[config.mk]
export PLATFORM = sky130hd
export DESIGN_NAME = pidv_front
export DESIGN_NICKNAME = d
export VERILOG_FILES = /design/src/hdl/assert_macros.svh /design/src/hdl/pidv_pkg.sv /design/src/hdl/pidv_front.sv
export SDC_FILE = /design/constraint.sdc
export NUM_CORES = 2
export LEC_CHECK = 0
export BUFFER_PORTS_ARGS = -buffer_cell sky130_fd_sc_hd__buf_4
export CORE_ASPECT_RATIO = 1.25
export CORE_UTILIZATION = 45
export CTS_BUF_LIST = sky130_fd_sc_hd__clkbuf_8
export DETAILED_ROUTE_END_ITERATION = 10
export HOLD_SLACK_MARGIN = 0.02
export PLACE_DENSITY = 0.68
export SLEW_MARGIN = 20
export SYNTH_ARGS = -nofsm -noshare
export SYNTH_HDL_FRONTEND = slang
export SYNTH_SLANG_ARGS = --single-unit
[constraint.sdc]
create_clock -name aclk -period 25.4 [get_ports aclk]
set_clock_uncertainty 0.1 [all_clocks]
set_input_delay 5.08 -clock aclk [delete_from_list [all_inputs] [get_ports aclk]]
set_output_delay 5.08 -clock aclk [all_outputs]
set_load 0.1 [all_outputs]
[src/hdl/assert_macros.svh]
// Assertion macros used by the top-level RTL file.
`ifndef ASSERT_MACROS_SVH
`define ASSERT_MACROS_SVH

`ifndef ASSERT_OFF
`define ASSERT_PROP(label, clk, rstn, prop, msg) \
    label: assert property (@(posedge clk) disable iff (!rstn) prop) else $error(msg);
`define ASSERT_NEVER(label, clk, rstn, expr, msg) \
    label: assert property (@(posedge clk) disable iff (!rstn) !(expr)) else $error(msg);
`else
`define ASSERT_PROP(label, clk, rstn, prop, msg)
`define ASSERT_NEVER(label, clk, rstn, expr, msg)
`endif

`endif

[src/hdl/pidv_pkg.sv]
// Types and constants of the velocity PID core.
package pidv_pkg;

    localparam int VEL_W      = 16;
    localparam int GAIN_W     = 15;
    localparam int PROD_W     = 31;
    localparam int MAG_W      = 30;
    localparam int RECIP_W    = 31;
    localparam int CFG_ADDR_W = 2;

    // ceil(2^37 / 100); exact floor(m / 100) for every m below 2^30
    localparam logic [RECIP_W-1:0] RECIP_100   = 31'd1374389535;
    localparam int                 RECIP_SHIFT = 37;

    localparam logic [CFG_ADDR_W-1:0] REG_PROP_GAIN     = 2'd0;
    localparam logic [CFG_ADDR_W-1:0] REG_INTEGRAL_GAIN = 2'd1;
    localparam logic [CFG_ADDR_W-1:0] REG_DERIV_GAIN    = 2'd2;
    localparam logic [CFG_ADDR_W-1:0] REG_STALL_LIMIT   = 2'd3;

    localparam logic [GAIN_W-1:0] PROP_GAIN_RST     = 15'd130;
    localparam logic [GAIN_W-1:0] INTEGRAL_GAIN_RST = 15'd0;
    localparam logic [GAIN_W-1:0] DERIV_GAIN_RST    = 15'd0;
    localparam logic [GAIN_W-1:0] STALL_LIMIT_RST   = 15'd1024;

    typedef enum logic {
        FUNC_TICK = 1'b0,
        FUNC_SET  = 1'b1
    } func_t;

    typedef struct packed {
        logic [GAIN_W-1:0] prop_gain;
        logic [GAIN_W-1:0] integral_gain;
        logic [GAIN_W-1:0] deriv_gain;
        logic [GAIN_W-1:0] stall_limit;
    } cfg_t;

    typedef struct packed {
        func_t                    func;
        logic signed [PROD_W-1:0] prod_p;
        logic signed [PROD_W-1:0] prod_i;
        logic signed [PROD_W-1:0] prod_d;
    } prod_t;

    typedef struct packed {
        func_t            func;
        logic [VEL_W-1:0] quot_p;
        logic [VEL_W-1:0] quot_i;
        logic [VEL_W-1:0] quot_d;
    } quot_t;

endpackage

[src/hdl/pidv_front.sv]
// Input register, error and difference, and the three gain products.
module pidv_front import pidv_pkg::*; (
    input  logic             aclk,
    input  logic             aresetn,
    input  cfg_t             cfg,
    input  logic             in_valid,
    output logic             in_ready,
    input  func_t            in_func,
    input  logic [VEL_W-1:0] in_vel,
    output logic             out_valid,
    input  logic             out_ready,
    output prod_t            out_prod
);

    logic             in_valid_reg, in_valid_next;
    func_t            in_func_reg;
    logic [VEL_W-1:0] in_vel_reg;
    logic             prod_valid_reg, prod_valid_next;
    prod_t            prod_reg, prod_next;
    logic [VEL_W-1:0] target_reg, target_next;
    logic [VEL_W-1:0] last_err_reg, last_err_next;

    logic               in_load;
    logic               prod_load;
    logic [VEL_W-1:0]   err;
    logic [VEL_W-1:0]   diff;
    logic signed [31:0] mul_p, mul_i, mul_d;

    assign prod_load = in_valid_reg && (!prod_valid_reg || out_ready);
    assign in_ready  = !in_valid_reg || prod_load;
    assign in_load   = in_valid && in_ready;

    assign err  = target_reg - in_vel_reg;
    assign diff = err - last_err_reg;

    assign mul_p = $signed({1'b0, cfg.prop_gain})     * $signed(err);
    assign mul_i = $signed({1'b0, cfg.integral_gain}) * $signed(err);
    assign mul_d = $signed({1'b0, cfg.deriv_gain})    * $signed(diff);

    always_comb begin
        in_valid_next   = in_load ? 1'b1 : (prod_load ? 1'b0 : in_valid_reg);
        prod_valid_next = prod_load ? 1'b1 : (out_ready ? 1'b0 : prod_valid_reg);
        prod_next       = prod_reg;
        target_next     = target_reg;
        last_err_next   = last_err_reg;
        if (prod_load) begin
            prod_next.func   = in_func_reg;
            prod_next.prod_p = mul_p[PROD_W-1:0];
            prod_next.prod_i = mul_i[PROD_W-1:0];
            prod_next.prod_d = mul_d[PROD_W-1:0];
            unique case (in_func_reg)
                FUNC_SET:  target_next   = in_vel_reg;
                FUNC_TICK: last_err_next = err;
            endcase
        end
    end

    always_ff @(posedge aclk) begin
        if (!aresetn) begin
            in_valid_reg   <= 1'b0;
            prod_valid_reg <= 1'b0;
            target_reg     <= '0;
            last_err_reg   <= '0;
        end else begin
            in_valid_reg   <= in_valid_next;
            prod_valid_reg <= prod_valid_next;
            target_reg     <= target_next;
            last_err_reg   <= last_err_next;
        end
    end

    always_ff @(posedge aclk) begin
        if (in_load) begin
            in_func_reg <= in_func;
            in_vel_reg  <= in_vel;
        end
        prod_reg <= prod_next;
    end

    assign out_valid = prod_valid_reg;
    assign out_prod  = prod_reg;

endmodule

==> impl_results.md <==
* Outcome: finished clean
* I/O pins at 177
* Worst setup EP type: flop
* Max FFs per register at 94
* Postcts setup bufs at 0
* Row cnt at 106
* Routed wire length at 69,800 um
* PortBufs at roughly 160
* H-tree depth at 4
* Cells along the critical path: buf_4 > nand2_1 > fa_1 > inv_1 > fa_1 > inv_1 > fa_1 > fa_1 > inv_1 > fa_1 > inv_1 > fa_1 > inv_1 > ha_1 > a21oi_1 > o21ai_0 > or4_1 > o21ai_1 > o41ai_1 > a211o_1 > a21oi_1 > xnor2_1
* Drt pass-1 iters at 5
* Tot GR Track Use at 0.217
* Post_cts resized at 0
* Synth Area per Inst at 9.27 um^2
* Buf+Inv Stages, Crit Path at 6
* Cell taking the most area after synthesis: fa_1
* Die X at 234 um
* CP arrival at about 11,000 ps
* Sequential area share after synthesis at 0.132
* Syn Std Cell Area at approximately 0.03 mm^2
* Layout Cells excl Fill at 4,246
* Iter 0 DRT Violations at roughly 1,000
* Post-synth EDFFs at 111
* Post-Syn Instances at 3,275
* Final Slew Violations at 0
* Max Cap Violations at 0
* Die height at between 200 and 300 um
* Antenna violations before repair at 2
* Worst Max-Slew Pin Slew at 1040 ps
* Setup crit start kind: input port
* Most used cell along the critical path: fa_1
* Post-Place Setup Slack at between 10,000 and 15,000 ps
* CP Max Fanout at 16
* Vias in the first global route at 23,100
* GRT overflow at 0
* F_max at just over 90 MHz
* Top cell type's share of synthesized area at 0.357
* Worst-case clock buffer depth at 2
* Async SR Flop Fraction at 0
* CTS root buffer: clkbuf_8
* Top FF cell, synth: edfxtp_1
* Synth Net Count at 4,276
* Largest net degree at the start of global routing at 52
* Nets at 4,368
* TritonCTS Buffers at 17
* Worst-skew pair later-pin latency at 570 ps
* Routed Antenna Nets at 0
* Worst-path clk slew at 90 ps
* Fillcell total at ~6,400
* Hold Path Class: reg -> reg
* Fin Setup TNS at 0 ps
* Placeable core area at 0.0668 mm^2
* Fraction of layout cells with a size suffix above 1 at 0.0760
* Yosys warning total at 0
* Setup ws final at 14,360 ps
* Crit-path slowest cell: o41ai_1
* Crit Path Category: in -> reg
* RSZ-0062 raised after global routing: no
* Slew HR at 0.294
* Main area contributors after synthesis: fa_1 36%, ha_1 16%, edfxtp_1 11%, inv_1 9.2%, nand2_1 6.1%
* Hold_buf cts at 0
* Placed insts at 4,212
* Most frequent cells in the layout: 749 x inv_1, 542 x fa_1, 491 x nand2_1
* Routability cong. at 0.845
* Final hold vios at 0
* Final Cycle Share at 0.435
* Delay-heaviest family, CP: adder cells
* Routed WL per cell at roughly 16 um
* Post-DR vias/cell at 5.09
* First-pass GRT wire length at 116,000 um
* Worst path max stage delay at slightly below 900 ps
* Via count at 21,600
* Fin crit period at ~11,000 ps
* Post-synthesis cell type count at 72
* Commonest non-fill, non-tap cell in the layout: inv_1
* Synth Register Bits at 145
* CTS tree: done
* Final setup fails at 0
* CP Data Required Time at 25,620 ps
* Clock sink count at roughly 150
* Area grow syn2layout at 8.68%
* Dpl hpwl at roughly 53,000 um
* # DRC at 0
* Die area at 0.0685 mm^2
* Initial core utilization at 0.454
per-stage QoR:
step / hold WS (ps) / area (um^2) / util
after floorplan: 343 / 30400 / -
after global placement: 350 / 32600 / 0.487
after detailed placement: 357 / 32600 / 0.487
after CTS: 372 / 33000 / 0.493
after global routing: 391 / 33000 / 0.493
final: 369 / 33000 / 0.493
metal layers:
layer  global-route usage  wire (um)  up-vias
met5                    0          9        -
met4               0.0768       1890        2
met3               0.0315       2860      112
met2                0.390      36600      487
met1                0.262      28400    10900
li1                     -          -    10100
cells by family after synthesis:
family / count (synthesis) / synth area share
mux: 1 / 0.000330
flops: 145 / 0.132
buf+inv: 864 / 0.107
compound gates: 267 / 0.0601
fa+ha+maj: 920 / 0.513
simple gates: 963 / 0.153
xor+xnor: 115 / 0.0340
cell usage after synthesis, types with 3 or more instances:
cell / n
o21a_1: 9
o21ai_1: 7
edfxtp_1: 111
o21ai_0: 30
a2111oi_0: 4
a21boi_0: 28
nor3b_1: 3
xnor2_1: 80
nand3_1: 12
xor2_1: 33
a21oi_1: 77
a21oi_2: 3
a21o_1: 37
and3_1: 14
nor2b_1: 68
nand2b_1: 45
a31o_2: 4
o21bai_1: 14
and4_1: 3
clkbuf_1: 115
fa_1: 542
o31a_1: 3
a41oi_1: 3
inv_1: 746
or3_1: 6
and2_1: 227
ha_1: 378
a31oi_1: 6
nand4_1: 6
a41o_1: 3
a211oi_1: 4
o311ai_0: 3
nand2_1: 491
a211o_1: 7
dfxtp_1: 34
nor3_1: 14
nor2_1: 62
worst reg2reg max path, delay by kind of cell (launching register included):
kind,cells,cell delay (ps)
adder cells (fa/ha/maj),10,4280
AO/OA/AOI/OAI,12,2690
AND/OR/NAND/NOR,5,1720
buffers and inverters,5,650
flip-flops,1,410
XOR/XNOR,2,240
multiplexers,1,160
cell type report:
| class | instances | area [um^2] | area share |
|---|---|---|---|
| Antenna cell | 2 | 5.00 | 0.000152 |
| Tap cell | 864 | 1080 | 0.0328 |
| Sequential cell | 145 | 4010 | 0.122 |
| Clock inverter | 15 | 193 | 0.00584 |
| Clock buffer | 17 | 234 | 0.00709 |
| Timing Repair Buffer | 190 | 1430 | 0.0432 |
| Inverter | 747 | 2810 | 0.0851 |
| Multi-Input combinational cell | 2266 | 23200 | 0.704 |
path summary, 6_finish.rpt:
| check | start | to | slack [ps] | depth (start not counted) |
|---|---|---|---|---|
| max | cfg[55] | out_prod[91] | 14360 | 22 |
| min | target_reg[0] | target_reg[0] | 370 | 2 |
| max reg2reg | in_vel_reg[0] | out_prod[30] | 14900 | 35 |
| min reg2reg | target_reg[0] | target_reg[0] | 370 | 2 |
Power is not shown: default switching activity piles up to over one toggle a cycle in this logic, so the estimate is an artifact.
