`config.mk`:
```
export PLATFORM = sky130hd
export DESIGN_NAME = pidv_scale
export DESIGN_NICKNAME = d
export VERILOG_FILES = /design/src/hdl/assert_macros.svh /design/src/hdl/pidv_pkg.sv /design/src/hdl/pidv_scale.sv
export SDC_FILE = /design/constraint.sdc
export NUM_CORES = 2
export LEC_CHECK = 0
export BUFFER_PORTS_ARGS = -buffer_cell sky130_fd_sc_hd__buf_4
export CORE_UTILIZATION = 60
export CTS_CLUSTER_SIZE = 24
export DETAILED_ROUTE_END_ITERATION = 10
export GPL_TIMING_DRIVEN = 0
export PLACE_DENSITY = 0.86
export SLEW_MARGIN = 10
export SYNTH_ARGS = -nofsm -noshare
export SYNTH_HDL_FRONTEND = slang
export SYNTH_SLANG_ARGS = --single-unit
```
`constraint.sdc`:
```
create_clock -name aclk -period 12.7 [get_ports aclk]
set_clock_uncertainty 0.05 [all_clocks]
set_input_delay 0.635 -clock aclk [delete_from_list [all_inputs] [get_ports aclk]]
set_output_delay 0.635 -clock aclk [all_outputs]
set_load 0.03 [all_outputs]
```
`src/hdl/assert_macros.svh`:
```
// Assertion macros used by the top-level RTL file.
`ifndef ASSERT_MACROS_SVH
`define ASSERT_MACROS_SVH

`ifndef ASSERT_OFF
`define ASSERT_PROP(label, clk, rstn, prop, msg) \
    label: assert property (@(posedge clk) disable iff (!rstn) prop) else $error(msg);
`define ASSERT_NEVER(label, clk, rstn, expr, msg) \
    label: assert property (@(posedge clk) disable iff (!rstn) !(expr)) else $error(msg);
`else
`define ASSERT_PROP(label, clk, rstn, prop, msg)
`define ASSERT_NEVER(label, clk, rstn, expr, msg)
`endif

`endif

```
`src/hdl/pidv_pkg.sv`:
```
// Types and constants of the velocity PID core.
package pidv_pkg;

    localparam int VEL_W      = 16;
    localparam int GAIN_W     = 15;
    localparam int PROD_W     = 31;
    localparam int MAG_W      = 30;
    localparam int RECIP_W    = 31;
    localparam int CFG_ADDR_W = 2;

    // ceil(2^37 / 100); exact floor(m / 100) for every m below 2^30
    localparam logic [RECIP_W-1:0] RECIP_100   = 31'd1374389535;
    localparam int                 RECIP_SHIFT = 37;

    localparam logic [CFG_ADDR_W-1:0] REG_PROP_GAIN     = 2'd0;
    localparam logic [CFG_ADDR_W-1:0] REG_INTEGRAL_GAIN = 2'd1;
    localparam logic [CFG_ADDR_W-1:0] REG_DERIV_GAIN    = 2'd2;
    localparam logic [CFG_ADDR_W-1:0] REG_STALL_LIMIT   = 2'd3;

    localparam logic [GAIN_W-1:0] PROP_GAIN_RST     = 15'd130;
    localparam logic [GAIN_W-1:0] INTEGRAL_GAIN_RST = 15'd0;
    localparam logic [GAIN_W-1:0] DERIV_GAIN_RST    = 15'd0;
    localparam logic [GAIN_W-1:0] STALL_LIMIT_RST   = 15'd1024;

    typedef enum logic {
        FUNC_TICK = 1'b0,
        FUNC_SET  = 1'b1
    } func_t;

    typedef struct packed {
        logic [GAIN_W-1:0] prop_gain;
        logic [GAIN_W-1:0] integral_gain;
        logic [GAIN_W-1:0] deriv_gain;
        logic [GAIN_W-1:0] stall_limit;
    } cfg_t;

    typedef struct packed {
        func_t                    func;
        logic signed [PROD_W-1:0] prod_p;
        logic signed [PROD_W-1:0] prod_i;
        logic signed [PROD_W-1:0] prod_d;
    } prod_t;

    typedef struct packed {
        func_t            func;
        logic [VEL_W-1:0] quot_p;
        logic [VEL_W-1:0] quot_i;
        logic [VEL_W-1:0] quot_d;
    } quot_t;

endpackage

```
`src/hdl/pidv_scale.sv`:
```
// Divide-by-100 stage: reciprocal multiply on the magnitude, truncating toward zero.
module pidv_scale import pidv_pkg::*; (
    input  logic  aclk,
    input  logic  aresetn,
    input  logic  in_valid,
    output logic  in_ready,
    input  prod_t in_prod,
    output logic  out_valid,
    input  logic  out_ready,
    output quot_t out_quot
);

    function automatic logic [VEL_W-1:0] div100_trunc(input logic signed [PROD_W-1:0] prod);
        logic                       neg;
        logic [PROD_W-1:0]          neg_prod;
        logic [MAG_W-1:0]           mag;
        logic [MAG_W+RECIP_W-1:0]   scaled;
        logic [VEL_W-1:0]           q;
        neg      = prod[PROD_W-1];
        neg_prod = -prod;
        mag      = neg ? neg_prod[MAG_W-1:0] : prod[MAG_W-1:0];
        scaled   = {{RECIP_W{1'b0}}, mag} * {{MAG_W{1'b0}}, RECIP_100};
        q        = scaled[RECIP_SHIFT +: VEL_W];
        return neg ? VEL_W'(~q + 1'b1) : q;
    endfunction

    logic  quot_valid_reg, quot_valid_next;
    quot_t quot_reg, quot_next;
    logic  load;

    assign in_ready = !quot_valid_reg || out_ready;
    assign load     = in_valid && in_ready;

    always_comb begin
        quot_valid_next = load ? 1'b1 : (out_ready ? 1'b0 : quot_valid_reg);
        quot_next       = quot_reg;
        if (load) begin
            quot_next.func   = in_prod.func;
            quot_next.quot_p = div100_trunc(in_prod.prod_p);
            quot_next.quot_i = div100_trunc(in_prod.prod_i);
            quot_next.quot_d = div100_trunc(in_prod.prod_d);
        end
    end

    always_ff @(posedge aclk) begin
        if (!aresetn) begin
            quot_valid_reg <= 1'b0;
        end else begin
            quot_valid_reg <= quot_valid_next;
        end
    end

    always_ff @(posedge aclk) begin
        quot_reg <= quot_next;
    end

    assign out_valid = quot_valid_reg;
    assign out_quot  = quot_reg;

endmodule

```
==> flow_summary.toml <==
[setup_path]
cp-startpoint = "in_prod[31]"
reg2reg_from = "out_valid$_SDFFE_PN0P_"
end_kind = "register"
ff2ff_setup_slack_ps = 11090
critical_path_launch_point_type = "input port"
capturing_instance_or_port_of_the_critical_path = "out_quot[31]$_DFFE_PP_"
worst_ep_arrival_time_ps = 12230
r2r-end = "out_quot[36]$_DFFE_PP_"
critPathMaxFanout = 8
critical_path_required_ps = 12720
timing.critical_path.slowest_stage_cell = "sky130_fd_sc_hd__fa_1"
worst-setup-path-type = "in -> reg"
critPathMaxStageDelay_ps = 580
timing.reg2reg.worst_path_depth = 3

[place]
hpwl_um = 117500
postPlaceCellArea_mm2 = 0.04927
place.port_buffers = 146
gp_congestion = 1.036
placed_cells = 6090

[status]
status = "complete, no violations"

[global_route]
grt_max_degree = 32
globalRouteOverflowTotal = 0
grt_antenna_before_repair = 1
gr-usage-all-layers_pct = 33.68
first_global_vias = 36780
grt_pass1_wl_um = 201500

[clock_tree]
clkTransAtPathRegs_ps = 80
clock-sinks = 50
clockRootBuffer = "sky130_fd_sc_hd__clkbuf_16"
clock_buffers_created_by_tritoncts = 5
htreeDepth = 2
clock_tree.buffer_depth = 2
clock_insertion_delay_worst_skew_ps = 320
tritoncts_clock_tree = "done"

[detailed_routing]
first_pass_iters = 5
totalWireLength_um = 128200
drt_first_iter_violations = 2801
drt-vias-per-instance = 5.674
remaining_design_rule_violation_count = 0
avgRoutedWirePerCell_um = 21.02
drt.antenna.violating_nets = 0
vias = 34620

[finish]
layout-area-overhead-vs-synth_pct = 5.624
finish.instance_area_mm2 = 0.04949
finalNonFillerCells = 6102
post-route-util_pct = 63.99
finish.net_count = 7044
layout-drive-gt1-share_pct = 4.130

[logic_synthesis]
synthCells = 4903
yosys_warnings = 0
share_of_synthesized_flip_flops_with_an_asynchronous_set_or_reset_pct = 0
synthDominantAreaCellType = "sky130_fd_sc_hd__fa_1"
syn-cell-area_mm2 = 0.04685
synthesis.area_per_instance_um2 = 9.556
synth_ff_type = "sky130_fd_sc_hd__edfxtp_1"
synthesis.nets = 6888
synth.distinct_cells = 76
ys_seq_elements = 50
synth_seq_area_share_pct = 3.183
synth_top_cells_by_area = "sky130_fd_sc_hd__fa_1 42%, sky130_fd_sc_hd__ha_1 24%, sky130_fd_sc_hd__inv_1 13%, sky130_fd_sc_hd__edfxtp_1 3.1%, sky130_fd_sc_hd__xnor2_1 2.5%"
synth.top_cell.area_share_pct = 42.04
synth_enable_flop_cells = 49

[timing]
slew_violations = 0
timing.hold.ws_ps = 440.6
max_slew.worst_pin.slew_ps = 1203
min_period_ps = 12210
setup_viol_count_final = 0
rsz_0062_raised_after_global_routing = "no"
layout_worst_path_cycle_share_pct = 96.13
finalHoldViolCount = 0
max_freq_ghz = 0.08191
slew_headroom_pct = 19.53

[hold_path]
min_path_type = "in -> reg"

[die]
design.core.area_mm2 = 0.07734
floorplan.die_area_mm2 = 0.07921
die_span_y_um = 281.4
floorplan.io_pins = 149
start_util_pct = 60.58
row_count = 102
die_w_um = 281.4

[run]
maxCapViolCount = 0
[per-stage QoR]
| stage | setup WS, ps | TNS, ps |
|---|---|---|
| after CTS | 68.86 | 0 |
| final | 491.2 | 0 |
| after global routing | 98.76 | 0 |
| after global placement | 8.942 | 0 |
| after floorplan | 1755 | 0 |
| after detailed placement | -204.1 | -204.1 |
[layout by cell type, fill, tap and decap left out, drive strengths merged, types with 36 or more instances in the layout]
cell	n
a21oi	158
buf	149
clkbuf	45
edfxtp	49
fa	984
ha	903
inv	1608
nand2	176
nand3	40
nand4	44
nor2	95
nor3	42
o21ai	144
o31ai	36
xnor2	132
xor2	46
[Yosys cell counts, types with 15 or more instances]
master / n
sky130_fd_sc_hd__nand2_1: 176
sky130_fd_sc_hd__a21oi_1: 157
sky130_fd_sc_hd__o211ai_1: 22
sky130_fd_sc_hd__xor2_1: 46
sky130_fd_sc_hd__nand4_1: 44
sky130_fd_sc_hd__and2_1: 16
sky130_fd_sc_hd__nor3_1: 41
sky130_fd_sc_hd__a21o_1: 28
sky130_fd_sc_hd__a211oi_1: 27
sky130_fd_sc_hd__o31ai_1: 34
sky130_fd_sc_hd__nand2b_1: 17
sky130_fd_sc_hd__or2_2: 15
sky130_fd_sc_hd__clkbuf_1: 40
sky130_fd_sc_hd__inv_1: 1607
sky130_fd_sc_hd__and3_1: 15
sky130_fd_sc_hd__nor2_1: 95
sky130_fd_sc_hd__fa_1: 984
sky130_fd_sc_hd__xnor2_1: 132
sky130_fd_sc_hd__ha_1: 903
sky130_fd_sc_hd__nand3_1: 40
sky130_fd_sc_hd__or4_1: 16
sky130_fd_sc_hd__or3_1: 20
sky130_fd_sc_hd__o41ai_1: 24
sky130_fd_sc_hd__nor4_1: 24
sky130_fd_sc_hd__edfxtp_1: 49
sky130_fd_sc_hd__o21ai_0: 142
[metal layers]
layer	vias to the layer above	share of wire, %	global-route usage, %
met5	-	0	0
met4	0	4.9	14.31
met3	315	8.5	5.908
met2	1561	46	53.44
met1	17170	41	45.64
li1	15570	-	-
[cell families (layout without fill, tap and decap cells)]
kind of cell,after synthesis,count (layout),share of synthesized area [%]
fa+ha+maj,1887,1887,66.16
buf+inv,1648,1805,13.20
simple gates,582,582,6.486
compound gates,549,549,7.448
xor+xnor,178,178,3.327
flops,50,50,3.183
mux,9,9,0.1949
other cells,0,2,0
[area by class of cell]
class                      instances  area (um^2)
tap                             1040         1301
fill                            6210        27850
sequential                        50         1491
inverter                        1608         6036
buffer                            40        150.1
multi-input combinational       3205        39230
antenna                            2        5.005
timing repair buffer             149         1131
clock inverter                     3        21.27
clock buffer                       5        125.1
[sequential cells by signal, indices dropped and copies added (netlist names)]
signal,cells
out_quot,49
out_valid,1
[worst max-delay path, delay by kind of cell]
family / cells / cell delay [ps]
fa+ha+maj: 11 / 4820
compound gates: 5 / 1530
simple gates: 10 / 3660
xor+xnor: 2 / 620
buf+inv: 8 / 940
[what timing repair did]
item | CTS | global route
gates resized for setup | 0 | 7
hold buffers | 0 | 0
hold endpoints to repair | 0 | 0
buffers inserted | 0 | 2
endpoints found under the setup margin | 0 | 14
[worst min-delay path by stage]
stage	from	endpoint	depth (start not counted)
2_1_floorplan	in_prod[93]	out_quot[48]$_DFFE_PP_	0
3_3_place_gp	out_valid$_SDFFE_PN0P_	out_valid$_SDFFE_PN0P_	2
3_5_place_dp	out_valid$_SDFFE_PN0P_	out_valid$_SDFFE_PN0P_	2
4_1_cts	in_prod[93]	out_quot[48]$_DFFE_PP_	1
5_1_grt	in_prod[93]	out_quot[48]$_DFFE_PP_	1
6_report	in_prod[93]	out_quot[48]$_DFFE_PP_	1
Power is not shown: default switching activity piles up to over one toggle a cycle in this logic, so the estimate is an artifact.
