<file path="src/hdl/assert_macros.svh">
// Assertion macros used by the top-level RTL file.
`ifndef ASSERT_MACROS_SVH
`define ASSERT_MACROS_SVH

`ifndef ASSERT_OFF
`define ASSERT_PROP(label, clk, rstn, prop, msg) \
    label: assert property (@(posedge clk) disable iff (!rstn) prop) else $error(msg);
`define ASSERT_NEVER(label, clk, rstn, expr, msg) \
    label: assert property (@(posedge clk) disable iff (!rstn) !(expr)) else $error(msg);
`else
`define ASSERT_PROP(label, clk, rstn, prop, msg)
`define ASSERT_NEVER(label, clk, rstn, expr, msg)
`endif

`endif

</file>
<file path="src/hdl/pidv_pkg.sv">
// Types and constants of the velocity PID core.
package pidv_pkg;

    localparam int VEL_W      = 16;
    localparam int GAIN_W     = 15;
    localparam int PROD_W     = 31;
    localparam int MAG_W      = 30;
    localparam int RECIP_W    = 31;
    localparam int CFG_ADDR_W = 2;

    // ceil(2^37 / 100); exact floor(m / 100) for every m below 2^30
    localparam logic [RECIP_W-1:0] RECIP_100   = 31'd1374389535;
    localparam int                 RECIP_SHIFT = 37;

    localparam logic [CFG_ADDR_W-1:0] REG_PROP_GAIN     = 2'd0;
    localparam logic [CFG_ADDR_W-1:0] REG_INTEGRAL_GAIN = 2'd1;
    localparam logic [CFG_ADDR_W-1:0] REG_DERIV_GAIN    = 2'd2;
    localparam logic [CFG_ADDR_W-1:0] REG_STALL_LIMIT   = 2'd3;

    localparam logic [GAIN_W-1:0] PROP_GAIN_RST     = 15'd130;
    localparam logic [GAIN_W-1:0] INTEGRAL_GAIN_RST = 15'd0;
    localparam logic [GAIN_W-1:0] DERIV_GAIN_RST    = 15'd0;
    localparam logic [GAIN_W-1:0] STALL_LIMIT_RST   = 15'd1024;

    typedef enum logic {
        FUNC_TICK = 1'b0,
        FUNC_SET  = 1'b1
    } func_t;

    typedef struct packed {
        logic [GAIN_W-1:0] prop_gain;
        logic [GAIN_W-1:0] integral_gain;
        logic [GAIN_W-1:0] deriv_gain;
        logic [GAIN_W-1:0] stall_limit;
    } cfg_t;

    typedef struct packed {
        func_t                    func;
        logic signed [PROD_W-1:0] prod_p;
        logic signed [PROD_W-1:0] prod_i;
        logic signed [PROD_W-1:0] prod_d;
    } prod_t;

    typedef struct packed {
        func_t            func;
        logic [VEL_W-1:0] quot_p;
        logic [VEL_W-1:0] quot_i;
        logic [VEL_W-1:0] quot_d;
    } quot_t;

endpackage

</file>
<file path="src/hdl/pidv_accum.sv">
// Integral and power accumulation, stall cut-off and the result register.
module pidv_accum import pidv_pkg::*; (
    input  logic              aclk,
    input  logic              aresetn,
    input  logic [GAIN_W-1:0] stall_limit,
    input  logic              in_valid,
    output logic              in_ready,
    input  quot_t             in_quot,
    output logic              out_valid,
    input  logic              out_ready,
    output logic [VEL_W-1:0]  out_power,
    output logic              out_stall
);

    logic [VEL_W-1:0] integ_acc_reg, integ_acc_next;
    logic [VEL_W-1:0] power_reg, power_next;
    logic             stall_reg, stall_next;
    logic             out_valid_reg, out_valid_next;
    logic [VEL_W-1:0] out_power_reg, out_power_next;
    logic             out_stall_reg, out_stall_next;

    logic                   consume;
    logic [VEL_W-1:0]       integ_sum;
    logic [VEL_W-1:0]       pid_sum;
    logic [VEL_W-1:0]       power_sum;
    logic signed [VEL_W:0]  pw_ext;
    logic signed [VEL_W:0]  lim_ext;
    logic                   trip;

    assign in_ready = (in_quot.func == FUNC_SET) || !out_valid_reg || out_ready;
    assign consume  = in_valid && in_ready;

    assign integ_sum = integ_acc_reg + in_quot.quot_i;
    assign pid_sum   = in_quot.quot_p + integ_sum + in_quot.quot_d;
    assign power_sum = power_reg + pid_sum;
    assign pw_ext    = $signed({power_sum[VEL_W-1], power_sum});
    assign lim_ext   = $signed({2'b00, stall_limit});
    assign trip      = (pw_ext > lim_ext) || (pw_ext < -lim_ext);

    always_comb begin
        integ_acc_next = integ_acc_reg;
        power_next     = power_reg;
        stall_next     = stall_reg;
        out_valid_next = out_ready ? 1'b0 : out_valid_reg;
        out_power_next = out_power_reg;
        out_stall_next = out_stall_reg;
        if (consume) begin
            unique case (in_quot.func)
                FUNC_SET: begin
                    stall_next = 1'b0;
                end
                FUNC_TICK: begin
                    out_valid_next = 1'b1;
                    if (trip) begin
                        integ_acc_next = '0;
                        power_next     = '0;
                        stall_next     = 1'b1;
                        out_power_next = '0;
                        out_stall_next = 1'b1;
                    end else begin
                        integ_acc_next = integ_sum;
                        power_next     = power_sum;
                        out_power_next = power_sum;
                        out_stall_next = stall_reg;
                    end
                end
            endcase
        end
    end

    always_ff @(posedge aclk) begin
        if (!aresetn) begin
            integ_acc_reg <= '0;
            power_reg     <= '0;
            stall_reg     <= 1'b0;
            out_valid_reg <= 1'b0;
        end else begin
            integ_acc_reg <= integ_acc_next;
            power_reg     <= power_next;
            stall_reg     <= stall_next;
            out_valid_reg <= out_valid_next;
        end
    end

    always_ff @(posedge aclk) begin
        out_power_reg <= out_power_next;
        out_stall_reg <= out_stall_next;
    end

    assign out_valid = out_valid_reg;
    assign out_power = out_power_reg;
    assign out_stall = out_stall_reg;

endmodule

</file>
<file path="config.mk">
export PLATFORM = sky130hd
export DESIGN_NAME = pidv_accum
export DESIGN_NICKNAME = d
export VERILOG_FILES = /design/src/hdl/assert_macros.svh /design/src/hdl/pidv_pkg.sv /design/src/hdl/pidv_accum.sv
export SDC_FILE = /design/constraint.sdc
export NUM_CORES = 1
export LEC_CHECK = 0
export BUFFER_PORTS_ARGS = -buffer_cell sky130_fd_sc_hd__clkbuf_2
export CAP_MARGIN = 40
export CELL_PAD_IN_SITES_DETAIL_PLACEMENT = 0
export CELL_PAD_IN_SITES_GLOBAL_PLACEMENT = 1
export CORE_UTILIZATION = 49
export CTS_BUF_LIST = sky130_fd_sc_hd__clkbuf_8
export CTS_CLUSTER_DIAMETER = 80
export CTS_CLUSTER_SIZE = 14
export DETAILED_ROUTE_END_ITERATION = 6
export PLACE_DENSITY = 0.95
export SLEW_MARGIN = 20
export SYNTH_ARGS = -nofsm -noshare
export SYNTH_HDL_FRONTEND = slang
export SYNTH_SLANG_ARGS = --single-unit
</file>
<file path="constraint.sdc">
create_clock -name aclk -period 11.7 [get_ports aclk]
set_input_delay 1.17 -clock aclk [delete_from_list [all_inputs] [get_ports aclk]]
set_output_delay 1.17 -clock aclk [all_outputs]
set_load 0.01 [all_outputs]
</file>
==> impl_metrics.json <==
{
  "grt-busiest-layer": "met2",
  "finalSetupTns_ps": 0,
  "num_vias": 4063,
  "antenna_found_initial": 0,
  "wl_per_cell_um": 15.7,
  "postRouteAntennaNets": 0,
  "met1_usage_pct": 31.2,
  "post-route-period-util_pct": 67.4,
  "cap_violations": 0,
  "via_per_inst": 5.65,
  "dp.cells": 711,
  "critical-path-max-stage-delay_ps": 560,
  "final_nets": 742,
  "h-tree-depth": 2,
  "synth_cell_types": 68,
  "rsz0062_at_grt": "no",
  "nFillCells": 898,
  "run_status": "finished, final reports clean",
  "drive_gt1_share_pct": 19.6,
  "synth_area_um2": 4940,
  "synth-main-ff-cell": "dfxtp_1",
  "hold_path.class": "reg2reg",
  "io_buffer_count": 86,
  "regToRegEndpoint": "out_stall",
  "ys_ff_latch": 51,
  "ctsLongestPathBuffers": 2,
  "worst_setup_path_end_kind": "register",
  "worstRegToRegCells": 26,
  "hold_buffers": 0,
  "syn_nets": 660,
  "cts.sinks": 51,
  "syn_inst": 503,
  "reg2reg_from": "integ_acc_reg[0]",
  "insertion_delay_ps": 320,
  "std_cell_rows": 36,
  "cp-endpoint": "out_stall",
  "grt_pass1_wl_um": 18700,
  "grt_pass1_vias": 4015,
  "ctsRootBufferMaster": "clkbuf_8",
  "worstSetupPathType": "in2reg",
  "totalWireLength_um": 11300,
  "synth.avg_cell_area_um2": 9.82,
  "hpwl_um": 9370,
  "numCtsBuffers": 5,
  "dr.pass1.iters": 4,
  "cts_setup_buffers": 0,
  "start_util_pct": 50.5,
  "path_max_fanout": 29,
  "fp.dieW_um": 102,
  "first_iter_violations": 193,
  "startpoint": "in_quot[16]",
  "gp_congestion": 0.860,
  "drv_slew": 0,
  "grtUsageMet3_pct": 2.94,
  "cts_resized": 0,
  "cp_slowest_cell": "o31ai_4",
  "route.detailed.drc": 0,
  "cts_tree": "yes",
  "synth_edf_count": 17,
  "cp.arrival_ps": 7960,
  "die_h_um": 102,
  "grtUsageTotal_pct": 23.1,
  "worstMarginPinSlew_ps": 777,
  "period_needed_ps": 7880,
  "overflow": 0,
  "yosysSeqAreaShare_pct": 24.1,
  "slew-limit-headroom_pct": 48.1,
  "pin_count": 87,
  "n_antenna_cell": 0,
  "syn2layout_area_growth_pct": 13.4,
  "placeableCoreArea_um2": 9770,
  "instances_no_fill": 719,
  "yosys_warnings": 0,
  "fmax_mhz": 127,
  "clock-skew-final_ps": 9.09,
  "clk_pin_slew_worst_paths_ps": 100,
  "setup_viol": 0,
  "crit_required_ps": 11770,
  "grt_max_degree": 30,
  "use_met2_pct": 39.0,
  "start_kind": "primary input",
  "die-area_um2": 10500,
  "async_flop_share_pct": 0,
  "r2r_slack_ps": 4440,
  "final-hold-violation-count": 0
}
==> routing by layer <==
layer / wire length [um] / part of all wire (%)
met5: 0 / 0
met4: 141 / 1.2
met3: 404 / 3.6
met2: 5340 / 47
met1: 5410 / 48
==> cell type report <==
type	count	area [um^2]	share of cell area, %
sequential	51	1190	21.3
inverter	41	154	2.75
tap	133	166	2.97
clock inverter	3	43.8	0.782
timing repair buffer	89	460	8.23
clock buffer	5	68.8	1.23
multi-input combinational	397	3510	62.8
==> synthesized netlist by cell type (5+ instances only) <==
| cell type | n | area [um^2] |
|---|---|---|
| a211oi_1 | 6 | 45.0 |
| nor3_1 | 11 | 55.1 |
| nor2b_1 | 9 | 56.3 |
| a21o_1 | 18 | 135 |
| a32o_1 | 27 | 270 |
| nand4_1 | 6 | 37.5 |
| xor2_1 | 13 | 114 |
| o21ai_0 | 16 | 80.1 |
| a21oi_1 | 26 | 130 |
| and3_1 | 16 | 100 |
| fa_1 | 31 | 621 |
| nand2_1 | 23 | 86.3 |
| inv_1 | 41 | 154 |
| and2_1 | 6 | 37.5 |
| edfxtp_1 | 17 | 510 |
| clkbuf_1 | 9 | 33.8 |
| o211ai_1 | 7 | 52.6 |
| o21bai_1 | 5 | 37.5 |
| xnor2_1 | 28 | 245 |
| nand3_1 | 11 | 55.1 |
| dfxtp_1 | 34 | 681 |
| o21a_1 | 5 | 37.5 |
| nor2_1 | 17 | 63.8 |
| ha_1 | 58 | 726 |
==> through the flow <==
| stage | setup WS, ps | hold WS [ps] | instance area (um^2) | utilization [%] |
|---|---|---|---|---|
| 2_1_floorplan | 4680 | 429 | 4940 | - |
| 3_3_place_gp | 3820 | 451 | 5470 | 56.0 |
| 3_5_place_dp | 3580 | 458 | 5490 | 56.1 |
| 4_1_cts | 3920 | 481 | 5600 | 57.3 |
| 5_1_grt | 3290 | 510 | 5600 | 57.3 |
| 6_report | 3820 | 477 | 5600 | 57.3 |
==> how the worst min path moves through the flow <==
stage                     cells past startpoint               from  slack [ps]                 to
after global placement                        2   integ_acc_reg[2]         450   integ_acc_reg[2]
final                                         2   integ_acc_reg[2]         480   integ_acc_reg[2]
after CTS                                     2   integ_acc_reg[2]         480   integ_acc_reg[2]
after floorplan                               2   integ_acc_reg[2]         430   integ_acc_reg[2]
after global routing                          1  integ_acc_reg[10]         510  integ_acc_reg[10]
after detailed placement                      2   integ_acc_reg[2]         460   integ_acc_reg[2]
==> cell families (layout without fill, tap and decap cells) <==
| logic type | count (synthesis) | in the layout | share of synthesized area [%] |
|---|---|---|---|
| AOI/OAI and AO/OA | 138 | 138 | 21.2 |
| and+or+nand+nor | 126 | 126 | 14.8 |
| buffers and inverters | 55 | 138 | 4.74 |
| adders and majority gates | 89 | 89 | 27.3 |
| DFF | 51 | 51 | 24.1 |
| muxes | 3 | 3 | 0.608 |
| xor gates and xnor gates | 41 | 41 | 7.27 |
==> worst max-delay path: cells and delay by family <==
family                   cells  cell delay (ps)
AND/OR/NAND/NOR              7             1930
AO/OA/AOI/OAI               11             2480
adder cells (fa/ha/maj)      5             1790
buffers and inverters        2              200
multiplexers                 1              180
XOR/XNOR                     1              210
==> cells in the final DEF (no fill, tap or decap), types with 2 or more instances in the layout <==
cell type	Yosys	final
a211o_1	2	2
a211oi_1	6	6
a21o_1	18	18
a21oi_1	26	26
a221o_1	2	2
a31o_2	2	2
a31oi_1	2	2
a32o_1	27	27
and2_1	6	6
and3_1	16	16
buf_4	1	2
clkbuf_2	0	86
clkbuf_8	0	5
dfxtp_1	34	34
edfxtp_1	17	17
fa_1	31	31
ha_1	58	58
inv_1	41	41
mux2i_1	3	3
nand2_1	23	23
nand2b_1	4	4
nand3_1	11	11
nand4_1	6	6
nand4_2	2	2
nor2_1	17	17
nor2b_1	9	9
nor3_1	11	11
o211a_1	2	2
o211ai_1	7	7
o21a_1	5	5
o21ai_0	16	16
o21bai_1	5	5
o31ai_1	4	4
or2_2	3	3
or3_1	3	3
xnor2_1	28	28
xor2_1	13	13
Power is left out: the tool's default activity adds up to more than one toggle a clock period on the data nets, which glitch-free logic cannot reach.
