--- config.mk ---
export PLATFORM = sky130hd
export DESIGN_NAME = pidv_cfg_regs
export DESIGN_NICKNAME = d
export VERILOG_FILES = /design/src/hdl/assert_macros.svh /design/src/hdl/pidv_pkg.sv /design/src/hdl/pidv_cfg_regs.sv
export SDC_FILE = /design/constraint.sdc
export NUM_CORES = 1
export LEC_CHECK = 0
export BUFFER_PORTS_ARGS = -buffer_cell sky130_fd_sc_hd__buf_2
export CORE_MARGIN = 2
export CORE_UTILIZATION = 50
export CTS_BUF_LIST = sky130_fd_sc_hd__clkbuf_4
export DETAILED_ROUTE_END_ITERATION = 8
export GPL_TIMING_DRIVEN = 0
export PLACE_DENSITY_LB_ADDON = 0.05
export REMOVE_ABC_BUFFERS = 1
export SLEW_MARGIN = 20
export SYNTH_ARGS = -nofsm -noshare
export SYNTH_HDL_FRONTEND = slang
export SYNTH_SLANG_ARGS = --single-unit
--- constraint.sdc ---
create_clock -name aclk -period 1.23 [get_ports aclk]
set_clock_uncertainty 0.15 [all_clocks]
set_input_delay 0.0615 -clock aclk [delete_from_list [all_inputs] [get_ports aclk]]
set_output_delay 0.0615 -clock aclk [all_outputs]
set_load 0.01 [all_outputs]
--- src/hdl/assert_macros.svh ---
// Assertion macros used by the top-level RTL file.
`ifndef ASSERT_MACROS_SVH
`define ASSERT_MACROS_SVH

`ifndef ASSERT_OFF
`define ASSERT_PROP(label, clk, rstn, prop, msg) \
    label: assert property (@(posedge clk) disable iff (!rstn) prop) else $error(msg);
`define ASSERT_NEVER(label, clk, rstn, expr, msg) \
    label: assert property (@(posedge clk) disable iff (!rstn) !(expr)) else $error(msg);
`else
`define ASSERT_PROP(label, clk, rstn, prop, msg)
`define ASSERT_NEVER(label, clk, rstn, expr, msg)
`endif

`endif

--- src/hdl/pidv_pkg.sv ---
// Types and constants of the velocity PID core.
package pidv_pkg;

    localparam int VEL_W      = 16;
    localparam int GAIN_W     = 15;
    localparam int PROD_W     = 31;
    localparam int MAG_W      = 30;
    localparam int RECIP_W    = 31;
    localparam int CFG_ADDR_W = 2;

    // ceil(2^37 / 100); exact floor(m / 100) for every m below 2^30
    localparam logic [RECIP_W-1:0] RECIP_100   = 31'd1374389535;
    localparam int                 RECIP_SHIFT = 37;

    localparam logic [CFG_ADDR_W-1:0] REG_PROP_GAIN     = 2'd0;
    localparam logic [CFG_ADDR_W-1:0] REG_INTEGRAL_GAIN = 2'd1;
    localparam logic [CFG_ADDR_W-1:0] REG_DERIV_GAIN    = 2'd2;
    localparam logic [CFG_ADDR_W-1:0] REG_STALL_LIMIT   = 2'd3;

    localparam logic [GAIN_W-1:0] PROP_GAIN_RST     = 15'd130;
    localparam logic [GAIN_W-1:0] INTEGRAL_GAIN_RST = 15'd0;
    localparam logic [GAIN_W-1:0] DERIV_GAIN_RST    = 15'd0;
    localparam logic [GAIN_W-1:0] STALL_LIMIT_RST   = 15'd1024;

    typedef enum logic {
        FUNC_TICK = 1'b0,
        FUNC_SET  = 1'b1
    } func_t;

    typedef struct packed {
        logic [GAIN_W-1:0] prop_gain;
        logic [GAIN_W-1:0] integral_gain;
        logic [GAIN_W-1:0] deriv_gain;
        logic [GAIN_W-1:0] stall_limit;
    } cfg_t;

    typedef struct packed {
        func_t                    func;
        logic signed [PROD_W-1:0] prod_p;
        logic signed [PROD_W-1:0] prod_i;
        logic signed [PROD_W-1:0] prod_d;
    } prod_t;

    typedef struct packed {
        func_t            func;
        logic [VEL_W-1:0] quot_p;
        logic [VEL_W-1:0] quot_i;
        logic [VEL_W-1:0] quot_d;
    } quot_t;

endpackage

--- src/hdl/pidv_cfg_regs.sv ---
// Gain and stall limit registers behind the write port.
module pidv_cfg_regs import pidv_pkg::*; (
    input  logic                  aclk,
    input  logic                  aresetn,
    input  logic                  cfg_wr_en,
    input  logic [CFG_ADDR_W-1:0] cfg_addr,
    input  logic [GAIN_W-1:0]     cfg_wdata,
    output cfg_t                  cfg
);

    cfg_t cfg_reg;
    cfg_t cfg_next;

    always_comb begin
        cfg_next = cfg_reg;
        if (cfg_wr_en) begin
            unique case (cfg_addr)
                REG_PROP_GAIN:     cfg_next.prop_gain     = cfg_wdata;
                REG_INTEGRAL_GAIN: cfg_next.integral_gain = cfg_wdata;
                REG_DERIV_GAIN:    cfg_next.deriv_gain    = cfg_wdata;
                REG_STALL_LIMIT:   cfg_next.stall_limit   = cfg_wdata;
            endcase
        end
    end

    always_ff @(posedge aclk) begin
        if (!aresetn) begin
            cfg_reg.prop_gain     <= PROP_GAIN_RST;
            cfg_reg.integral_gain <= INTEGRAL_GAIN_RST;
            cfg_reg.deriv_gain    <= DERIV_GAIN_RST;
            cfg_reg.stall_limit   <= STALL_LIMIT_RST;
        end else begin
            cfg_reg <= cfg_next;
        end
    end

    assign cfg = cfg_reg;

endmodule

==> flow_metrics.py, run 1 <==
metrics = {
    "run_status": {
        "run_status": "finished, violations left",
        "failed_checks": "negative hold slack",
    },
    "finish": {
        "flip_flop_count_of_the_largest_register_after_layout": 60,
        "post_route_cells_drive_above_1_share": 0.3208,
        "antenna_cells_inserted": 0,
        "area.growth.synth_to_final_pct": 29.41,
        "layout_commonest_cell": "buf_2",
        "filler_cell_count": 354,
        "num-nets-final": 333,
        "instances_no_fill": 370,
        "multi_input_comb_area_um2": 943.4,
        "area.sequential_mm2": 0.001201,
        "layout_common_cells": "buf_2, nand2_1, dfxtp_1, mux2i_1, dlygate4sd3_1",
    },
    "setup_path": {
        "cpMaxStageDelayCell": "dfxtp_1",
        "critical_path_arrival_ps": 890,
        "cp.buffers_inverters": 1,
        "crit_path_cell_trace": "buf_2",
        "timing.critical_path.from_type": "flip-flop",
        "critical_path.max_stage_delay_ps": 370,
        "data_required_time_of_the_worst_path_ps": 1020,
        "timing.critical_path.max_delay_family": "flip-flops",
        "crit_path_max_fanout": 2,
        "type_of_the_worst_setup_path": "reg2out",
        "worst-r2r-setup-slack_ps": 400,
        "setup.worst_path.end_class": "output pin",
    },
    "min_path": {
        "hold_path.class": "in2reg",
    },
    "detailed_routing": {
        "route.vias.total": 1805,
        "drc": 0,
        "number_of_nets_with_antenna_violations_after_detailed_routing": 0,
        "drt-initial-drc-count": 74,
        "postRouteWirelength_um": 5071,
        "viasPerCell": 4.878,
        "drt-wirelength-per-cell_um": 13.71,
        "drt_pass1_iterations": 4,
    },
    "synth": {
        "synth.avg_cell_area_um2": 10.47,
        "synth.yosys.seq_area_share": 0.5237,
        "synthCells": 219,
        "postSynthRegisterBits": 60,
        "mappedNetlistArea_mm2": 0.002293,
        "netlist-cell-type-count": 17,
        "synth_warnings": 0,
    },
    "timing": {
        "finalSetupTns_ps": 0,
        "unrepaired_setup_endpoints_after_global_routing": "false",
        "final.hold.worst_slack_ps": -56.97,
        "timing.final.setup_violations": 0,
        "final_period_minus_worst_setup_slack_ps": 1104,
        "max_slew.worst_pin.slew_ps": 711.9,
        "min_period_over_period": 0.8976,
        "timing.final.hold_violations": 5,
        "slew_headroom": 0.5254,
        "drv_slew": 0,
        "finalWorstSetupSlack_ps": 126.0,
        "fmax_mhz": 905.8,
    },
    "grt": {
        "grt_start_max_net_pins": 76,
        "track_usage": 0.2140,
        "first_global_vias": 1779,
        "grt_first_pass_wirelength_um": 8321,
        "globalRouteOverflowTotal": 0,
        "grt_antenna_before_repair": 0,
    },
    "clock_network": {
        "ctsHoldBuffers": 15,
        "cts_tree": "done",
        "cts_inserted_buffers": 9,
        "clock_latency_ps": 380,
        "cts_buffer_depth": 2,
        "cts_num_sinks": 60,
        "path_clk_slew_ps": 100,
        "cts-resized-gates": 0,
        "h-tree-depth": 3,
        "root_buffer": "clkbuf_4",
    },
    "pwr": {
        "share_seq_of_total_power": 0.515,
        "vdd_drop_max_mv": 1.133,
        "p_leak_uw": 0.001616,
        "netSwitchingFraction": 0.2384,
        "pwr-share-clk": 0.386,
        "share_of_power_burned_in_combinational_logic": 0.099,
        "p_int_uw": 3023,
        "power.density_cell_area_mw_per_mm2": 1337,
        "netSwitchingPower_uw": 946.0,
    },
    "placement": {
        "numPortBuffers": 79,
        "gp_routability_congestion": 0.7224,
        "post-place-cells": 334,
        "dp.final_hpwl_um": 3048,
        "place_ws_ps": -510.6,
    },
    "floorplan": {
        "floorplan.io_pins": 80,
        "rows": 24,
        "initial_core_utilization": 0.5231,
        "floorplan.core_area_mm2": 0.004384,
        "horizontal_extent_of_the_die_um": 71.73,
        "die_y_um": 71.73,
        "dieArea_mm2": 0.005144,
    },
    "run": {
        "max_cap_violations": 0,
    },
}
-- cells by family after synthesis --
kind of cell | Yosys count | share of synthesized area
compound gates | 4 | 0.01145
buf+inv | 19 | 0.06765
flops | 60 | 0.5237
mux | 57 | 0.2488
simple gates | 79 | 0.1484
-- worst paths after layout --
path | from | endpoint | cells past startpoint
hold reg to reg | cfg[23] | cfg[23] | 2
setup reg to reg | cfg[10] | cfg[10] | 2
setup / recovery | cfg[18] | cfg[18] | 1
hold / removal | cfg_addr[1] | cfg[10] | 3
-- Yosys cell counts --
| master | n | area [um^2] |
|---|---|---|
| o211ai_1 | 2 | 15.01 |
| o21ai_0 | 1 | 5.000 |
| clkbuf_1 | 4 | 15.01 |
| nand2_1 | 72 | 270.3 |
| nand3b_1 | 2 | 15.01 |
| nor3b_2 | 1 | 12.51 |
| buf_4 | 1 | 7.510 |
| buf_2 | 3 | 15.01 |
| a31oi_1 | 1 | 6.260 |
| nand3_2 | 1 | 10.01 |
| and4b_1 | 1 | 10.01 |
| dfxtp_1 | 60 | 1201 |
| or4bb_1 | 2 | 22.52 |
| buf_12 | 1 | 20.02 |
| buf_6 | 8 | 90.09 |
| inv_1 | 2 | 7.510 |
| mux2i_1 | 57 | 570.6 |
-- layer usage --
layer / up-vias / routed length [um] / global-route usage
met5: - / 0 / 0
met1: 824 / 2346 / 0.2687
li1: 916 / - / -
met2: 57 / 2354 / 0.3395
met3: 8 / 280 / 0.05767
met4: 0 / 90 / 0.1069
-- stage by stage --
step / hold WS, ps / total power (uW) / util / area, um^2
after floorplan: -12.27 / 2259 / - / 2146
after global placement: 235.1 / 2430 / 0.5945 / 2606
after detailed placement: 236.5 / 2440 / 0.5990 / 2626
after CTS: -96.33 / 4012 / 0.6769 / 2968
after global routing: -65.13 / 4146 / 0.6769 / 2968
final: -56.97 / 3969 / 0.6769 / 2968
-- layout make-up --
class                   count  share of cell area
flip-flops and latches     60              0.4047
clock inverters             6             0.02656
inverters                   2            0.002530
multi-input cells         140              0.3179
well taps                  52             0.02192
repair buffers            100              0.2011
clock buffers              10             0.02530
-- tightest hold or removal path: cells and delay by family --
| family | cells | cell delay, ps |
|---|---|---|
| buffers and inverters | 1 | 150 |
| AO/OA/AOI/OAI | 2 | 210 |
-- power by group through the flow --
| stage | Combinational (uW) | Clock, uW | Sequential [uW] |
|---|---|---|---|
| floorplan | 137 | 0 | 2120 |
| global placement | 342 | 0 | 2090 |
| detailed placement | 350 | 0 | 2090 |
| CTS | 393 | 1570 | 2050 |
| global route | 428 | 1660 | 2050 |
| finish | 392 | 1530 | 2040 |
-- timing repair --
item,CTS,global route
endpoints found under the setup margin,30,0
endpoints found under the hold margin,60,5
setup buffers,5,0
(Power assumes the default switching activity.)
==> run 2: changes to the inputs <==
--- a/config.mk
+++ b/config.mk
@@ -5,11 +5,11 @@
 export SDC_FILE = /design/constraint.sdc
 export NUM_CORES = 1
 export LEC_CHECK = 0
-export BUFFER_PORTS_ARGS = -buffer_cell sky130_fd_sc_hd__buf_2
 export CORE_MARGIN = 2
 export CORE_UTILIZATION = 50
 export CTS_BUF_LIST = sky130_fd_sc_hd__clkbuf_4
 export DETAILED_ROUTE_END_ITERATION = 8
+export DONT_BUFFER_PORTS = 1
 export GPL_TIMING_DRIVEN = 0
 export PLACE_DENSITY_LB_ADDON = 0.05
 export REMOVE_ABC_BUFFERS = 1
==> flow_metrics.py, run 2 (synthesis gave the netlist of run 1 again) <==
metrics = {
    "floorplan": {
        "initial_core_utilization": 0.5231,
        "floorplan.io_pins": 80,
        "horizontal_extent_of_the_die_um": 71.73,
        "rows": 24,
        "dieArea_mm2": 0.005144,
        "die_y_um": 71.73,
        "floorplan.core_area_mm2": 0.004384,
    },
    "detailed_routing": {
        "drt-initial-drc-count": 69,
        "viasPerCell": 5.518,
        "drc": 0,
        "drt-wirelength-per-cell_um": 17.46,
        "postRouteWirelength_um": 4749,
        "route.vias.total": 1501,
        "drt_pass1_iterations": 4,
        "number_of_nets_with_antenna_violations_after_detailed_routing": 0,
    },
    "timing": {
        "unrepaired_setup_endpoints_after_global_routing": "false",
        "final.hold.worst_slack_ps": -345.1,
        "timing.final.setup_violations": 0,
        "finalWorstSetupSlack_ps": 224.6,
        "drv_slew": 0,
        "slew_headroom": 0.6209,
        "timing.final.hold_violations": 60,
        "max_slew.worst_pin.slew_ps": 568.1,
        "final_period_minus_worst_setup_slack_ps": 1005,
        "fmax_mhz": 994.6,
        "min_period_over_period": 0.8174,
    },
    "grt": {
        "first_global_vias": 1528,
        "grt_first_pass_wirelength_um": 7403,
        "grt_antenna_before_repair": 0,
        "globalRouteOverflowTotal": 0,
        "grt_start_max_net_pins": 76,
        "track_usage": 0.1892,
    },
    "setup_path": {
        "timing.critical_path.from_type": "flip-flop",
        "data_required_time_of_the_worst_path_ps": 1020,
        "type_of_the_worst_setup_path": "reg2out",
        "critical_path_depth": 0,
        "crit_path_max_fanout": 2,
        "r2r_cells": 2,
        "setup.worst_path.end_class": "output pin",
        "critical_path_arrival_ps": 790,
    },
    "pwr": {
        "pwr-share-clk": 0.314,
        "totalPowerFinal_uw": 3306,
        "p_leak_uw": 0.001123,
        "vdd_drop_max_mv": 0.5382,
        "share_of_power_burned_in_combinational_logic": 0.053,
        "power.density_cell_area_mw_per_mm2": 1405,
        "netSwitchingPower_uw": 813.3,
        "share_seq_of_total_power": 0.633,
        "p_int_uw": 2493,
        "netSwitchingFraction": 0.2460,
    },
    "finish": {
        "final_util": 0.5368,
        "antenna_cells_inserted": 0,
        "layout_common_cells": "nand2_1, dfxtp_1, mux2i_1, clkbuf_4, clkinv_1",
        "flip_flop_count_of_the_largest_register_after_layout": 60,
        "instances_no_fill": 272,
        "area.growth.synth_to_final_pct": 2.619,
        "post_route_cells_drive_above_1_share": 0.07273,
        "num-nets-final": 236,
        "layout_commonest_cell": "nand2_1",
    },
    "clock_network": {
        "cts-resized-gates": 0,
        "path_clk_slew_ps": 90,
        "cts_buffer_depth": 2,
        "cts_inserted_buffers": 9,
        "cts_tree": "done",
        "cts.repair_timing.setup_buffer_count": 0,
        "h-tree-depth": 3,
        "cts_num_sinks": 60,
        "clock_latency_ps": 380,
        "root_buffer": "clkbuf_4",
    },
    "run_status": {
        "run_status": "finished, violations left",
        "failed_checks": "negative hold slack",
    },
    "min_path": {
        "hold_path.class": "in2reg",
        "hold-path-cell-count": 1,
    },
    "placement": {
        "place_ws_ps": -381.3,
        "numPortBuffers": 0,
        "dp.final_hpwl_um": 3167,
        "gp_routability_congestion": 0.7244,
        "post-place-cells": 255,
    },
    "run": {
        "max_cap_violations": 0,
    },
}
==> run 2: path summary, 6_finish.rpt <==
path           start      end  slack, ps
max          cfg[44]  cfg[44]        220
min          aresetn  cfg[10]       -350
max reg2reg  cfg[31]  cfg[31]        370
min reg2reg  cfg[57]  cfg[57]        360
==> run 2: final cells by class <==
| class | count | area, um^2 |
|---|---|---|
| Fill cell | 382 | 2031 |
| Sequential cell | 60 | 1201 |
| Multi-Input combinational cell | 140 | 943.4 |
| Clock buffer | 10 | 75.07 |
| Tap cell | 52 | 65.06 |
| Timing Repair Buffer | 3 | 41.29 |
| Clock inverter | 5 | 20.02 |
| Inverter | 2 | 7.507 |
==> run 2: power groups by stage <==
stage                     Combinational (uW)  Clock, uW  Sequential, uW
final                                    176       1040            2090
after global routing                     195       1160            2100
after CTS                                176       1070            2090
after detailed placement                 175          0            2140
after global placement                   161          0            2140
after floorplan                          137          0            2120
==> run 2: stage by stage <==
stage	setup TNS [ps]	cell area (um^2)
floorplan	-2388	2146
global placement	-18720	2211
detailed placement	-9872	2232
CTS	0	2327
global route	0	2354
finish	0	2354
==> run 2: routing by layer <==
metal  vias to the layer above  GRT usage  part of all wire
li1                        717          -                 -
met1                       717     0.2128              0.42
met2                        62     0.3107              0.48
met3                         5    0.07173             0.091
met4                         0     0.1006            0.0097
met5                         -          0                 0
